==> config.mk <==
export PLATFORM = sky130hd
export DESIGN_NAME = stream_pattern_replace_unit
export DESIGN_NICKNAME = d
export VERILOG_FILES = /design/src/spr_pkg.sv /design/src/spr_fifo.sv /design/src/spr_front.sv /design/src/spr_back.sv /design/src/stream_pattern_replace_unit.sv
export VERILOG_INCLUDE_DIRS = /design/src /design/src/src
export SDC_FILE = /design/constraint.sdc
export NUM_CORES = 1
export LEC_CHECK = 0
export BUFFER_PORTS_ARGS = -buffer_cell sky130_fd_sc_hd__buf_4
export CAP_MARGIN = 20
export CORE_MARGIN = 3
export CORE_UTILIZATION = 67
export DETAILED_ROUTE_END_ITERATION = 12
export GPL_TIMING_DRIVEN = 0
export PLACE_DENSITY = 0.85
export SLEW_MARGIN = 20
export SYNTH_ARGS = -nofsm -noshare
export SYNTH_HDL_FRONTEND = slang
export SYNTH_SLANG_ARGS = --single-unit
==> constraint.sdc <==
create_clock -name i_clk -period 15.1 [get_ports i_clk]
set_input_delay 3.02 -clock i_clk [delete_from_list [all_inputs] [get_ports i_clk]]
set_output_delay 3.02 -clock i_clk [all_outputs]
set_load 0.03 [all_outputs]
==> src/assert_macros.svh <==
// assertion macros shared by the find-and-replace rtl
// no dependencies; assertions compile out when SYNTH is defined
`ifndef ASSERT_MACROS_SVH
`define ASSERT_MACROS_SVH
`ifndef SYNTH
`define SPR_ASSERT(lbl, clk, rst_n, prop, msg) \
    lbl: assert property (@(posedge clk) disable iff (!rst_n) prop) else $error(msg);
`define SPR_ASSERT_ALWAYS(lbl, clk, prop, msg) \
    lbl: assert property (@(posedge clk) prop) else $error(msg);
`else
`define SPR_ASSERT(lbl, clk, rst_n, prop, msg)
`define SPR_ASSERT_ALWAYS(lbl, clk, prop, msg)
`endif
`endif

==> src/spr_pkg.sv <==
// types, register codes and byte helpers for the find-and-replace block
// no dependencies
`timescale 1ns / 1ps

package spr_pkg;

    localparam int MAX_BYTES = 8;
    localparam int CFG_IDX_W = 3;

    typedef logic [CFG_IDX_W-1:0] t_cfg_idx;

    localparam t_cfg_idx REG_PAT_BYTES = 3'd0;
    localparam t_cfg_idx REG_PAT_LEN   = 3'd1;
    localparam t_cfg_idx REG_REP_BYTES = 3'd2;
    localparam t_cfg_idx REG_REP_LEN   = 3'd3;
    localparam t_cfg_idx REG_IGN_CASE  = 3'd4;

    // one queued job: emit n bytes of data, or a bare end marker when n is zero
    typedef struct packed {
        logic [MAX_BYTES*8-1:0] data;
        logic [3:0]             n;
        logic                   last;
        logic                   any_rep;
    } t_cmd;

    // one result word
    typedef struct packed {
        logic [7:0] out_byte;
        logic       has_byte;
        logic       out_last;
        logic       any_replaced;
    } t_word;

    function automatic logic [7:0] fold(input logic [7:0] c, input logic ic);
        logic [7:0] r;
        r = c;
        if (ic && c >= 8'h41 && c <= 8'h5A) begin
            r = c + 8'h20;
        end
        return r;
    endfunction

endpackage

==> src/spr_fifo.sv <==
// small synchronous fifo used for the job queue and the result queue
// no dependencies
`timescale 1ns / 1ps

module spr_fifo #(
    parameter int WIDTH = 8,
    parameter int DEPTH = 4
) (
    input  logic             i_clk,
    input  logic             i_rst_n,
    input  logic             i_push,
    input  logic [WIDTH-1:0] i_data,
    output logic             o_full,
    input  logic             i_pop,
    output logic [WIDTH-1:0] o_data,
    output logic             o_empty
);

    localparam int AW = (DEPTH > 1) ? $clog2(DEPTH) : 1;
    localparam int CW = $clog2(DEPTH + 1);

    logic [WIDTH-1:0] r_mem [DEPTH];
    logic [AW-1:0]    r_wp, n_wp;
    logic [AW-1:0]    r_rp, n_rp;
    logic [CW-1:0]    r_cnt, n_cnt;
    logic             do_push, do_pop;

    assign o_full  = (r_cnt == CW'(DEPTH));
    assign o_empty = (r_cnt == '0);
    assign o_data  = r_mem[r_rp];
    assign do_push = i_push && !o_full;
    assign do_pop  = i_pop && !o_empty;

    always_comb begin
        n_wp  = r_wp;
        n_rp  = r_rp;
        n_cnt = r_cnt;
        if (do_push) begin
            n_wp = (r_wp == AW'(DEPTH - 1)) ? '0 : r_wp + 1'b1;
        end
        if (do_pop) begin
            n_rp = (r_rp == AW'(DEPTH - 1)) ? '0 : r_rp + 1'b1;
        end
        if (do_push && !do_pop) begin
            n_cnt = r_cnt + 1'b1;
        end else if (do_pop && !do_push) begin
            n_cnt = r_cnt - 1'b1;
        end
    end

    always_ff @(posedge i_clk) begin
        if (!i_rst_n) begin
            r_wp  <= '0;
            r_rp  <= '0;
            r_cnt <= '0;
        end else begin
            r_wp  <= n_wp;
            r_rp  <= n_rp;
            r_cnt <= n_cnt;
        end
    end

    always_ff @(posedge i_clk) begin
        if (do_push) begin
            r_mem[r_wp] <= i_data;
        end
    end

endmodule

==> src/spr_front.sv <==
// front end: config registers, pending window, pattern compare, job build
// depends on spr_pkg
`timescale 1ns / 1ps

module spr_front
    import spr_pkg::*;
#(
    parameter int PATTERN_MAX = 8,
    parameter int REPLACE_MAX = 8
) (
    input  logic                   i_clk,
    input  logic                   i_rst_n,
    input  logic                   i_cfg_wr_en,
    input  t_cfg_idx               i_cfg_index,
    input  logic [MAX_BYTES*8-1:0] i_cfg_data,
    input  logic                   i_accept,
    input  logic [7:0]             i_byte,
    input  logic                   i_last,
    output logic                   o_cmd_push,
    output t_cmd                   o_cmd
);

    localparam int WIN_W = PATTERN_MAX * 8;
    localparam int CNT_W = (PATTERN_MAX > 1) ? $clog2(PATTERN_MAX) : 1;

    logic [MAX_BYTES*8-1:0] r_pat;
    logic [3:0]             r_pat_len;
    logic [MAX_BYTES*8-1:0] r_rep;
    logic [3:0]             r_rep_len;
    logic                   r_ign_case;

    logic [WIN_W-1:0]       r_win, n_win;
    logic [CNT_W-1:0]       r_cnt, n_cnt;
    logic                   r_seen, n_seen;

    logic [3:0]             len_eff, rep_eff, cnt_p1;
    logic [WIN_W-1:0]       w_app;
    logic                   full_win, cmp_ok, match;

    always_comb begin
        if (r_pat_len == 4'd0) begin
            len_eff = 4'd1;
        end else if (r_pat_len > 4'(PATTERN_MAX)) begin
            len_eff = 4'(PATTERN_MAX);
        end else begin
            len_eff = r_pat_len;
        end
        rep_eff = (r_rep_len > 4'(REPLACE_MAX)) ? 4'(REPLACE_MAX) : r_rep_len;
    end

    // append the new word at the fill point
    always_comb begin
        w_app = r_win;
        w_app[r_cnt*8 +: 8] = i_byte;
    end

    assign cnt_p1   = 4'(r_cnt) + 4'd1;
    assign full_win = (cnt_p1 == len_eff);

    always_comb begin
        cmp_ok = 1'b1;
        for (int i = 0; i < PATTERN_MAX; i++) begin
            if (4'(i) < len_eff &&
                fold(w_app[i*8 +: 8], r_ign_case) != fold(r_pat[i*8 +: 8], r_ign_case)) begin
                cmp_ok = 1'b0;
            end
        end
    end

    assign match = full_win && cmp_ok;

    always_comb begin
        o_cmd.data    = match ? r_rep : (MAX_BYTES*8)'(w_app);
        o_cmd.last    = i_last;
        o_cmd.any_rep = r_seen || match;
        priority if (match) begin
            o_cmd.n = rep_eff;
        end else if (i_last) begin
            o_cmd.n = cnt_p1;
        end else if (full_win) begin
            o_cmd.n = 4'd1;
        end else begin
            o_cmd.n = 4'd0;
        end
    end

    assign o_cmd_push = i_accept && (o_cmd.n != 4'd0 || i_last);

    always_comb begin
        n_win  = r_win;
        n_cnt  = r_cnt;
        n_seen = r_seen;
        if (i_cfg_wr_en && i_cfg_index == REG_PAT_LEN) begin
            n_cnt = '0;
        end
        if (i_accept) begin
            n_seen = i_last ? 1'b0 : (r_seen || match);
            priority if (match || i_last) begin
                n_cnt = '0;
            end else if (full_win) begin
                // oldest word leaves, fill point stays at length minus one
                n_win = w_app >> 8;
            end else begin
                n_win = w_app;
                n_cnt = CNT_W'(cnt_p1);
            end
        end
    end

    always_ff @(posedge i_clk) begin
        if (!i_rst_n) begin
            r_pat      <= '0;
            r_pat_len  <= 4'd1;
            r_rep      <= '0;
            r_rep_len  <= 4'd0;
            r_ign_case <= 1'b0;
            r_cnt      <= '0;
            r_seen     <= 1'b0;
        end else begin
            r_cnt  <= n_cnt;
            r_seen <= n_seen;
            if (i_cfg_wr_en) begin
                unique case (i_cfg_index)
                    REG_PAT_BYTES: r_pat      <= i_cfg_data;
                    REG_PAT_LEN:   r_pat_len  <= i_cfg_data[3:0];
                    REG_REP_BYTES: r_rep      <= i_cfg_data;
                    REG_REP_LEN:   r_rep_len  <= i_cfg_data[3:0];
                    REG_IGN_CASE:  r_ign_case <= i_cfg_data[0];
                    default: ;
                endcase
            end
        end
    end

    always_ff @(posedge i_clk) begin
        r_win <= n_win;
    end

endmodule

==> src/spr_back.sv <==
// back end: expands one queued job into result words, one per cycle while the result queue is not full
// depends on spr_pkg
`timescale 1ns / 1ps

module spr_back
    import spr_pkg::*;
(
    input  logic  i_clk,
    input  logic  i_rst_n,
    input  logic  i_cmd_empty,
    input  t_cmd  i_cmd,
    output logic  o_cmd_pop,
    input  logic  i_out_full,
    output logic  o_word_push,
    output t_word o_word
);

    logic [2:0] r_idx, n_idx;
    logic       final_word;

    assign final_word = (i_cmd.n == 4'd0) || ({1'b0, r_idx} == i_cmd.n - 4'd1);
    assign o_word_push = !i_cmd_empty && !i_out_full;
    assign o_cmd_pop   = o_word_push && final_word;

    always_comb begin
        o_word.has_byte     = (i_cmd.n != 4'd0);
        o_word.out_byte     = o_word.has_byte ? i_cmd.data[{r_idx, 3'b000} +: 8] : 8'd0;
        o_word.out_last     = i_cmd.last && final_word;
        o_word.any_replaced = i_cmd.last && final_word && i_cmd.any_rep;
    end

    always_comb begin
        n_idx = r_idx;
        if (o_word_push) begin
            n_idx = final_word ? 3'd0 : r_idx + 3'd1;
        end
    end

    always_ff @(posedge i_clk) begin
        if (!i_rst_n) begin
            r_idx <= 3'd0;
        end else begin
            r_idx <= n_idx;
        end
    end

endmodule

==> src/stream_pattern_replace_unit.sv <==
// streaming find-and-replace top level: front end, job queue, back end, result queue
// depends on spr_pkg, spr_front, spr_fifo, spr_back and assert_macros.svh
//
// usage:
//   input words (i_in_byte, i_in_last) are taken at an edge with push high and full low.
//   results (o_out_byte, o_has_byte, o_out_last, o_any_replaced) are shown while
//   empty is low and leave at an edge with pop high.
//   config is a plain write port (i_cfg_wr_en, i_cfg_index, i_cfg_data); write only
//   while idle. writing the pattern length drops any pending window bytes.
// timing:
//   the front end compares the window against the pattern in the cycle a word is
//   taken and queues at most one job; the back end turns a job into 1 to 8 result
//   words, one per cycle while the result queue has room. input runs at one word
//   per cycle while jobs expand to at most one result each; a job holds the back
//   end until its final result word is pushed, and the 4-entry job queue absorbs
//   bursts before full rises.
// reset and stall:
//   synchronous active-low reset empties both queues and the window and loads
//   the register defaults. when the receiver stops popping, the 2-entry result
//   queue fills, the back end halts, then the job queue fills and full rises.
`timescale 1ns / 1ps
`include "assert_macros.svh"

module stream_pattern_replace_unit
    import spr_pkg::*;
#(
    parameter int PATTERN_MAX = 8,
    parameter int REPLACE_MAX = 8
) (
    input  logic                   i_clk,
    input  logic                   i_rst_n,
    input  logic                   i_cfg_wr_en,
    input  t_cfg_idx               i_cfg_index,
    input  logic [MAX_BYTES*8-1:0] i_cfg_data,
    input  logic                   push,
    output logic                   full,
    input  logic [7:0]             i_in_byte,
    input  logic                   i_in_last,
    output logic                   empty,
    input  logic                   pop,
    output logic [7:0]             o_out_byte,
    output logic                   o_has_byte,
    output logic                   o_out_last,
    output logic                   o_any_replaced
);

    logic  accept;
    logic  cmd_push, cmd_empty, cmd_pop;
    t_cmd  cmd_in, cmd_head;
    logic  word_push, out_full;
    t_word word_in, word_head;

    assign accept = push && !full;

    spr_front #(
        .PATTERN_MAX (PATTERN_MAX),
        .REPLACE_MAX (REPLACE_MAX)
    ) u_front (
        .i_clk       (i_clk),
        .i_rst_n     (i_rst_n),
        .i_cfg_wr_en (i_cfg_wr_en),
        .i_cfg_index (i_cfg_index),
        .i_cfg_data  (i_cfg_data),
        .i_accept    (accept),
        .i_byte      (i_in_byte),
        .i_last      (i_in_last),
        .o_cmd_push  (cmd_push),
        .o_cmd       (cmd_in)
    );

    spr_fifo #(
        .WIDTH ($bits(t_cmd)),
        .DEPTH (4)
    ) u_cmd_q (
        .i_clk   (i_clk),
        .i_rst_n (i_rst_n),
        .i_push  (cmd_push),
        .i_data  (cmd_in),
        .o_full  (full),
        .i_pop   (cmd_pop),
        .o_data  (cmd_head),
        .o_empty (cmd_empty)
    );

    spr_back u_back (
        .i_clk       (i_clk),
        .i_rst_n     (i_rst_n),
        .i_cmd_empty (cmd_empty),
        .i_cmd       (cmd_head),
        .o_cmd_pop   (cmd_pop),
        .i_out_full  (out_full),
        .o_word_push (word_push),
        .o_word      (word_in)
    );

    spr_fifo #(
        .WIDTH ($bits(t_word)),
        .DEPTH (2)
    ) u_out_q (
        .i_clk   (i_clk),
        .i_rst_n (i_rst_n),
        .i_push  (word_push),
        .i_data  (word_in),
        .o_full  (out_full),
        .i_pop   (pop),
        .o_data  (word_head),
        .o_empty (empty)
    );

    assign o_out_byte     = word_head.out_byte;
    assign o_has_byte     = word_head.has_byte;
    assign o_out_last     = word_head.out_last;
    assign o_any_replaced = word_head.any_replaced;

    // end marker and replace flag only ever ride on the final word
    `SPR_ASSERT(a_marker_is_last, i_clk, i_rst_n, (!empty && !o_has_byte) |-> o_out_last, "empty marker without last")
    `SPR_ASSERT(a_flag_on_last, i_clk, i_rst_n, (!empty && o_any_replaced) |-> o_out_last, "replace flag before last word")
    `SPR_ASSERT(a_marker_zero, i_clk, i_rst_n, (!empty && !o_has_byte) |-> (o_out_byte == 8'd0), "end marker carries data")
    // a job is only retired together with its final result word
    `SPR_ASSERT(a_job_retire, i_clk, i_rst_n, cmd_pop |-> (word_push && (word_in.out_last == cmd_head.last)), "job retired without word")
    `SPR_ASSERT_ALWAYS(a_reset_empty, i_clk, $rose(i_rst_n) |-> (empty && !full), "queues not empty after reset")

endmodule

==> flow_metrics.py, run 1 <==
metrics = {
    "power": {
        "p_leak_uw": 0.00991,
        "vdd_ir_max_uv": 88.6,
        "internal_power_uw": 2940,
        "power.total_uw": 4180,
        "pwr_density_cell_nw_per_um2": 149,
        "total_switching_power_uw": 1240,
        "share_comb_of_total_power": 0.243,
        "seqPwrFrac": 0.440,
        "sw_frac_of_total": 0.297,
        "power_frac_clock": 0.317,
    },
    "grt": {
        "grt_pass1_wl_um": 107000,
        "vias_in_the_first_global_route": 17805,
        "antenna_found_initial": 3,
        "grt.overflow.total": 0,
        "grt_max_degree": 40,
        "globalRouteTotalUtil": 0.366,
    },
    "timing": {
        "period_share": 0.557,
        "timing.final.hold_violations": 0,
        "setup_ws_ns": 6.70,
        "slew_headroom": 0.180,
        "drv_slew": 0,
        "finalHoldWorstSlack_ns": 0.464,
        "setup_tns_ns": 0,
        "grt_setup_unrepaired": "false",
        "timing_worst_slew_pin_value_ns": 1.20,
        "achievable-frequency_ghz": 0.119,
        "period_needed_ns": 8.40,
        "fin_skew_ns": 0.0207,
        "setup-violations-final": 0,
    },
    "finish": {
        "num-nets-final": 2301,
        "multiInputGateArea_um2": 9970,
        "filler_instances": 2226,
        "post-route-util": 0.777,
        "area_growth_pct": 12.9,
        "regArea_um2": 14200,
        "fraction_of_layout_cells_with_a_size_suffix_above_1": 0.157,
    },
    "clock_tree": {
        "numCtsBuffers": 51,
        "clk_latency_ns": 0.61,
        "postCtsSetupBuffers": 0,
        "cts.sink_count": 524,
        "clkSlewWorstSetupHoldPaths_ns": 0.06,
        "tritoncts": "built",
        "post_cts_resize_count": 0,
        "clock_tree.buffer_depth": 3,
        "htree_levels": 2,
        "root_buffer": "sky130_fd_sc_hd__clkbuf_16",
        "hold_buffers": 0,
    },
    "floorplan": {
        "ports_placed_on_the_boundary": 94,
        "dieArea_um2": 39400,
        "placeableCoreArea_um2": 36100,
        "floorplan.die.width_um": 199,
        "start_util": 0.688,
        "floorplan.die.height_um": 199,
        "std_cell_rows": 69,
    },
    "synth": {
        "syn-instance-count": 2035,
        "synth_ff_type": "sky130_fd_sc_hd__edfxtp_1",
        "synthMostInstantiatedCell": "sky130_fd_sc_hd__edfxtp_1",
        "syn-mean-instance-area_um2": 12.2,
        "synth.ff_latch_count": 524,
        "netlist_top_cells_count": "366 x sky130_fd_sc_hd__edfxtp_1, 344 x sky130_fd_sc_hd__nand2_1, 158 x sky130_fd_sc_hd__dfxtp_1",
        "synth-seq-area-share": 0.570,
        "synth_edf_count": 366,
        "synth.top_cell.area_share": 0.443,
        "leading_cell_types_by_total_area_after_synthesis": "sky130_fd_sc_hd__edfxtp_1 44%, sky130_fd_sc_hd__dfxtp_1 13%, sky130_fd_sc_hd__mux4_2 7.7%",
        "mappedNetlistNets": 2147,
        "yosysWarningCount": 0,
        "ys_types": 81,
        "asyncSetResetFlopFracSynth": 0,
        "synth_top_area_cell": "sky130_fd_sc_hd__edfxtp_1",
        "mappedNetlistArea_um2": 24800,
    },
    "route": {
        "route.detailed.wl_per_inst_um": 26.5,
        "drc": 0,
        "via_count": 17986,
        "via_per_inst": 6.68,
        "detailedRoute.firstIterationViolations": 2342,
        "drt_first_pass_iters": 6,
        "drtAntennaViolNets": 0,
        "wl_um": 71300,
    },
    "placed_design": {
        "port_buffers": 92,
        "gp_congestion": 0.957,
        "detailedPlace.worstSlack_ns": 6.39,
        "detailedPlacementHpwl_um": 48800,
    },
    "run": {
        "maxCapViolCount": 0,
    },
    "setup_path": {
        "end_kind": "register",
        "data_required_time_at_the_worst_endpoint_ns": 15.60,
        "worst_setup_path_start_kind": "register",
        "timing.critical_path.arrival_ns": 8.91,
        "worst-path-max-fanout": 10,
        "setup.worst_path.class": "register to register",
    },
    "min_path": {
        "hp-class": "register to register",
    },
    "outcome": {
        "outcome": "finished, final reports clean",
    },
}
-- per-stage QoR --
step | instances | area (um^2)
6_report | 2693 | 28000
5_1_grt | 2692 | 28000
4_1_cts | 2691 | 28000
3_5_place_dp | 2597 | 26300
3_3_place_gp | 2588 | 26100
2_1_floorplan | 2035 | 24800
-- path summary, 6_finish.rpt --
path | startpoint | end | depth (start not counted) | slack [ns]
setup / recovery | u_front.r_cnt[0] | u_cmd_q.r_cnt[2] | 23 | 6.70
hold / removal | u_front.r_rep[51] | u_front.r_rep[51] | 2 | 0.46
setup reg to reg | u_front.r_cnt[0] | u_cmd_q.r_cnt[2] | 23 | 6.70
hold reg to reg | u_front.r_rep[51] | u_front.r_rep[51] | 2 | 0.46
-- power groups by stage --
| stage | Sequential [uW] | Clock [uW] | Combinational, uW |
|---|---|---|---|
| 2_1_floorplan | 1840 | 0 | 663 |
| 3_3_place_gp | 1860 | 0 | 920 |
| 3_5_place_dp | 1860 | 0 | 989 |
| 4_1_cts | 1830 | 1330 | 1010 |
| 5_1_grt | 1850 | 1390 | 1080 |
| 6_report | 1840 | 1330 | 1020 |
-- registers in the layout (all words and copies together) (netlist names), 4 cells and up, named ones only --
register	count
u_cmd_q.r_mem	280
u_front.r_pat_len	4
u_front.r_win	64
u_front.r_rep_len	4
u_front.r_rep	64
u_front.r_pat	64
u_out_q.r_mem	22
-- layer usage --
metal | wire length, um | part of all wire | GRT usage | vias to the layer above
met5 | 11 | 0.00015 | 0 | -
met4 | 4350 | 0.061 | 0.187 | 2
met3 | 8170 | 0.11 | 0.0879 | 277
met2 | 33100 | 0.46 | 0.577 | 1135
met1 | 25600 | 0.36 | 0.481 | 8782
li1 | - | - | - | 7790
-- cell families (layout without fill, tap and decap cells) --
group	count (synthesis)	after routing	synth area share
XOR/XNOR	82	82	0.0301
buffers and inverters	187	382	0.0295
adder cells (fa/ha/maj)	31	31	0.0159
AO/OA/AOI/OAI	326	326	0.0909
other	0	2	0
flip-flops	524	524	0.570
AND/OR/NAND/NOR	631	631	0.115
multiplexers	254	254	0.148
-- critical path: stages, from the launching register on --
cell                        delay (ns)
sky130_fd_sc_hd__dfxtp_1          0.44
sky130_fd_sc_hd__clkbuf_1         0.43
sky130_fd_sc_hd__clkbuf_1         0.47
sky130_fd_sc_hd__inv_1            0.17
sky130_fd_sc_hd__ha_1             0.26
sky130_fd_sc_hd__ha_1             0.33
sky130_fd_sc_hd__clkbuf_1         0.24
sky130_fd_sc_hd__nor3b_1          0.45
sky130_fd_sc_hd__nand2_2          0.24
sky130_fd_sc_hd__mux2i_1          0.50
sky130_fd_sc_hd__inv_1            0.17
sky130_fd_sc_hd__ha_1             0.23
sky130_fd_sc_hd__xor3_1           0.36
sky130_fd_sc_hd__or4b_1           0.44
sky130_fd_sc_hd__a2111oi_0        1.06
sky130_fd_sc_hd__o22ai_1          0.28
sky130_fd_sc_hd__nor4_4           0.52
sky130_fd_sc_hd__a21oi_1          0.40
sky130_fd_sc_hd__ha_1             0.34
sky130_fd_sc_hd__inv_1            0.08
sky130_fd_sc_hd__fa_1             0.17
sky130_fd_sc_hd__xor2_1           0.09
sky130_fd_sc_hd__or3_1            0.36
sky130_fd_sc_hd__a21boi_0         0.26
-- cell usage in the layout, fill, tap and decap left out, drive strengths merged, types with 35 or more instances in the layout --
cell	synthesis	layout
dfxtp	158	158
mux4	85	85
mux2	50	50
a21boi	133	133
edfxtp	366	366
mux2i	119	119
o21ai	35	35
nand2	347	347
inv	75	78
xnor2	46	46
buf	25	125
a21oi	57	57
clkbuf	87	161
nor2	115	115
-- final cells by class --
cell class	count	area share
well taps	461	0.0206
clock buffers	73	0.0539
clock inverters	21	0.00861
repair buffers	101	0.0299
plain buffers	112	0.0162
flip-flops and latches	524	0.505
multi-input cells	1324	0.356
inverters	75	0.0100
diodes	2	0.000179
No activity file was read; power rests on OpenSTA's default activity.
==> run 2, diff against run 1 <==
--- a/config.mk
+++ b/config.mk
@@ -6,13 +6,14 @@
 export SDC_FILE = /design/constraint.sdc
 export NUM_CORES = 1
 export LEC_CHECK = 0
+export ABC_AREA = 1
 export BUFFER_PORTS_ARGS = -buffer_cell sky130_fd_sc_hd__buf_4
 export CAP_MARGIN = 20
 export CORE_MARGIN = 3
-export CORE_UTILIZATION = 67
+export CORE_UTILIZATION = 56
 export DETAILED_ROUTE_END_ITERATION = 12
 export GPL_TIMING_DRIVEN = 0
-export PLACE_DENSITY = 0.85
+export PLACE_DENSITY = 0.76
 export SLEW_MARGIN = 20
 export SYNTH_ARGS = -nofsm -noshare
 export SYNTH_HDL_FRONTEND = slang
==> constraint.sdc (replaced) <==
create_clock -name i_clk -period 6.9 [get_ports i_clk]
set_input_delay 1.38 -clock i_clk [delete_from_list [all_inputs] [get_ports i_clk]]
set_output_delay 1.38 -clock i_clk [all_outputs]
set_load 0.03 [all_outputs]
==> flow_metrics.py, run 2 <==
metrics = {
    "outcome": {
        "outcome": "finished, final reports clean",
    },
    "clock_tree": {
        "hold_buffers": 0,
        "clk_latency_ns": 0.63,
        "post_cts_resize_count": 0,
        "clock_tree.buffer_depth": 3,
        "root_buffer": "sky130_fd_sc_hd__clkbuf_16",
        "postCtsSetupBuffers": 0,
        "clkSlewWorstSetupHoldPaths_ns": 0.06,
        "numCtsBuffers": 53,
        "tritoncts": "built",
        "cts.sink_count": 524,
        "htree_levels": 2,
    },
    "synth": {
        "mappedNetlistArea_um2": 24800,
        "asyncSetResetFlopFracSynth": 0,
        "synth-seq-area-share": 0.571,
        "netlist_top_cells_count": "481 x sky130_fd_sc_hd__nand2_1, 429 x sky130_fd_sc_hd__o21ai_0, 405 x sky130_fd_sc_hd__nor2_1",
        "syn-instance-count": 2741,
        "ys_types": 52,
        "synth_ff_type": "sky130_fd_sc_hd__edfxtp_1",
        "yosysWarningCount": 0,
        "synth.ff_latch_count": 524,
        "syn-mean-instance-area_um2": 9.04,
        "mappedNetlistNets": 2853,
        "synth.top_cell.area_share": 0.444,
        "synthMostInstantiatedCell": "sky130_fd_sc_hd__nand2_1",
        "synth_top_area_cell": "sky130_fd_sc_hd__edfxtp_1",
        "synth_edf_count": 366,
        "leading_cell_types_by_total_area_after_synthesis": "sky130_fd_sc_hd__edfxtp_1 44%, sky130_fd_sc_hd__dfxtp_1 13%, sky130_fd_sc_hd__o21ai_0 8.7%",
    },
    "timing": {
        "timing_worst_slew_pin_value_ns": 1.16,
        "timing.final.hold_violations": 0,
        "period_needed_ns": 5.52,
        "setup-violations-final": 0,
        "fin_skew_ns": 0.0221,
        "achievable-frequency_ghz": 0.181,
        "period_share": 0.800,
        "slew_headroom": 0.227,
        "finalHoldWorstSlack_ns": 0.473,
        "setup_ws_ns": 1.38,
        "drv_slew": 0,
        "grt_setup_unrepaired": "false",
    },
    "route": {
        "wl_um": 77200,
        "drt_first_pass_iters": 8,
        "detailedRoute.firstIterationViolations": 2799,
        "via_per_inst": 6.06,
        "via_count": 21387,
        "route.detailed.wl_per_inst_um": 21.8,
        "drtAntennaViolNets": 0,
        "drc": 0,
    },
    "placed_design": {
        "detailedPlacementHpwl_um": 56100,
        "gp_congestion": 0.950,
        "detailedPlace.worstSlack_ns": 1.37,
        "port_buffers": 92,
    },
    "power": {
        "power.total_uw": 10200,
        "pwr_density_cell_nw_per_um2": 359,
        "p_leak_uw": 0.0111,
        "vdd_ir_max_uv": 283,
    },
    "floorplan": {
        "floorplan.die.height_um": 216,
        "floorplan.die.width_um": 216,
        "start_util": 0.571,
        "std_cell_rows": 76,
        "dieArea_um2": 46800,
        "ports_placed_on_the_boundary": 94,
        "placeableCoreArea_um2": 43400,
    },
    "finish": {
        "largest_register_ffs": 280,
        "fraction_of_layout_cells_with_a_size_suffix_above_1": 0.0991,
        "area_growth_pct": 14.6,
        "leading_cell_type_in_the_layout_fill_and_taps_excluded": "sky130_fd_sc_hd__nand2_1",
        "num-nets-final": 3014,
        "top_register": "u_cmd_q.r_mem",
        "most-common-layout-cells": "481 x sky130_fd_sc_hd__nand2_1, 427 x sky130_fd_sc_hd__o21ai_0, 401 x sky130_fd_sc_hd__nor2_1, 366 x sky130_fd_sc_hd__edfxtp_1, 217 x sky130_fd_sc_hd__inv_1",
        "filler_instances": 3524,
    },
    "grt": {
        "antenna_found_initial": 2,
        "globalRouteTotalUtil": 0.329,
        "grt_max_degree": 29,
        "grt.overflow.total": 0,
        "vias_in_the_first_global_route": 20707,
        "grt_pass1_wl_um": 118000,
    },
    "setup_path": {
        "worst_r2r_startpoint": "u_front.r_cnt[0]",
        "timing.critical_path.arrival_ns": 6.03,
        "reg2reg_depth": 33,
        "worst_path_largest_cell_delay_ns": 0.81,
        "worst_setup_path_start_kind": "register",
        "worst-path-buf-inv": 8,
        "crit_family": "simple AND/OR/NAND/NOR gates",
        "setup.worst_path.class": "register to register",
        "path_common_cell": "sky130_fd_sc_hd__nand2_1",
        "worst-path-max-fanout": 10,
        "rrSetupSlack_ns": 1.38,
        "critPathSlowestCell": "sky130_fd_sc_hd__o21ai_0",
        "end_kind": "register",
        "data_required_time_at_the_worst_endpoint_ns": 7.41,
        "r2r-end": "u_cmd_q.r_cnt[2]",
    },
    "min_path": {
        "hp-class": "register to register",
        "min_path_cells": 2,
        "whs_endpoint": "u_front.r_rep_len[0]",
        "startpoint_of_the_tightest_hold_check_path": "u_front.r_rep_len[0]",
    },
    "run": {
        "maxCapViolCount": 0,
    },
}
==> run 2: cell types whose count changed after synthesis, sizes merged, moves of 24 or more <==
cell,before,now
nand3,23,118
mux4,85,0
clkbuf,87,118
mux2i,119,0
nor2,115,415
mux2,50,11
a21oi,57,81
o21ai,35,466
nand2,347,492
o221ai,0,41
inv,75,231
xnor2,46,8
a21boi,133,0
nand4,10,44
==> run 2: cells by family after synthesis <==
kind of cell             count (synthesis)  synth area share
XOR/XNOR                                31            0.0110
AO/OA/AOI/OAI                          661             0.148
buffers and inverters                  374            0.0598
flip-flops                             524             0.571
multiplexers                            11           0.00500
adder cells (fa/ha/maj)                 31            0.0160
AND/OR/NAND/NOR                       1109             0.188
==> run 2: worst max path at each step <==
stage | start | slack (ns) | depth (start not counted) | end
6_report | u_front.r_cnt[0] | 1.38 | 33 | u_cmd_q.r_cnt[2]
5_1_grt | u_front.r_cnt[0] | 0.92 | 34 | u_cmd_q.r_cnt[2]
4_1_cts | u_front.r_cnt[0] | 1.46 | 32 | u_cmd_q.r_cnt[2]
3_5_place_dp | i_in_byte[3] | 1.37 | 30 | u_cmd_q.r_cnt[2]
3_3_place_gp | i_in_byte[3] | -2.91 | 23 | u_cmd_q.r_mem[3][48]
2_1_floorplan | u_front.r_cnt[0] | 0.20 | 23 | u_cmd_q.r_mem[0][0]
==> run 2: cell type report <==
class / instances / area, um^2 / share of cell area
multi-input cells: 1843 / 9170 / 0.323
well taps: 585 / 732 / 0.0258
repair buffers: 106 / 986 / 0.0347
clock buffers: 68 / 1470 / 0.0519
clock inverters: 31 / 390 / 0.0138
inverters: 236 / 896 / 0.0316
flip-flops and latches: 524 / 14200 / 0.499
diodes: 1 / 2.50 / 0.0000881
plain buffers: 138 / 586 / 0.0206
==> run 2: metrics by stage <==
step	setup TNS, ns	instance area (um^2)	std cells	util
6_report	0	28400	3532	0.655
4_1_cts	0	28400	3531	0.655
2_1_floorplan	0	24800	2741	-
5_1_grt	0	28400	3531	0.655
3_3_place_gp	-797.17	26200	3418	0.604
3_5_place_dp	0	26500	3432	0.612
==> run 2: tightest hold or removal path, cell delays in order, from the launching register on <==
cell and delay, ns:
sky130_fd_sc_hd__dfxtp_1 0.29, sky130_fd_sc_hd__inv_1 0.06, sky130_fd_sc_hd__a21oi_1 0.06
==> run 2: power breakdown <==
| group | switching [uW] | total [uW] | leakage, uW | internal [uW] |
|---|---|---|---|---|
| Clock | 1250 | 3070 | 0.000923 | 1820 |
| Combinational | 2170 | 3010 | 0.00552 | 847 |
| Sequential | 128 | 4110 | 0.00466 | 3980 |
| Total | 3550 | 10200 | 0.0111 | 6650 |
==> run 2: routing by layer <==
| metal | GRT usage | wire [um] |
|---|---|---|
| met5 | 0 | 0 |
| met4 | 0.163 | 4090 |
| met3 | 0.0534 | 8270 |
| met2 | 0.528 | 35700 |
| met1 | 0.437 | 29200 |
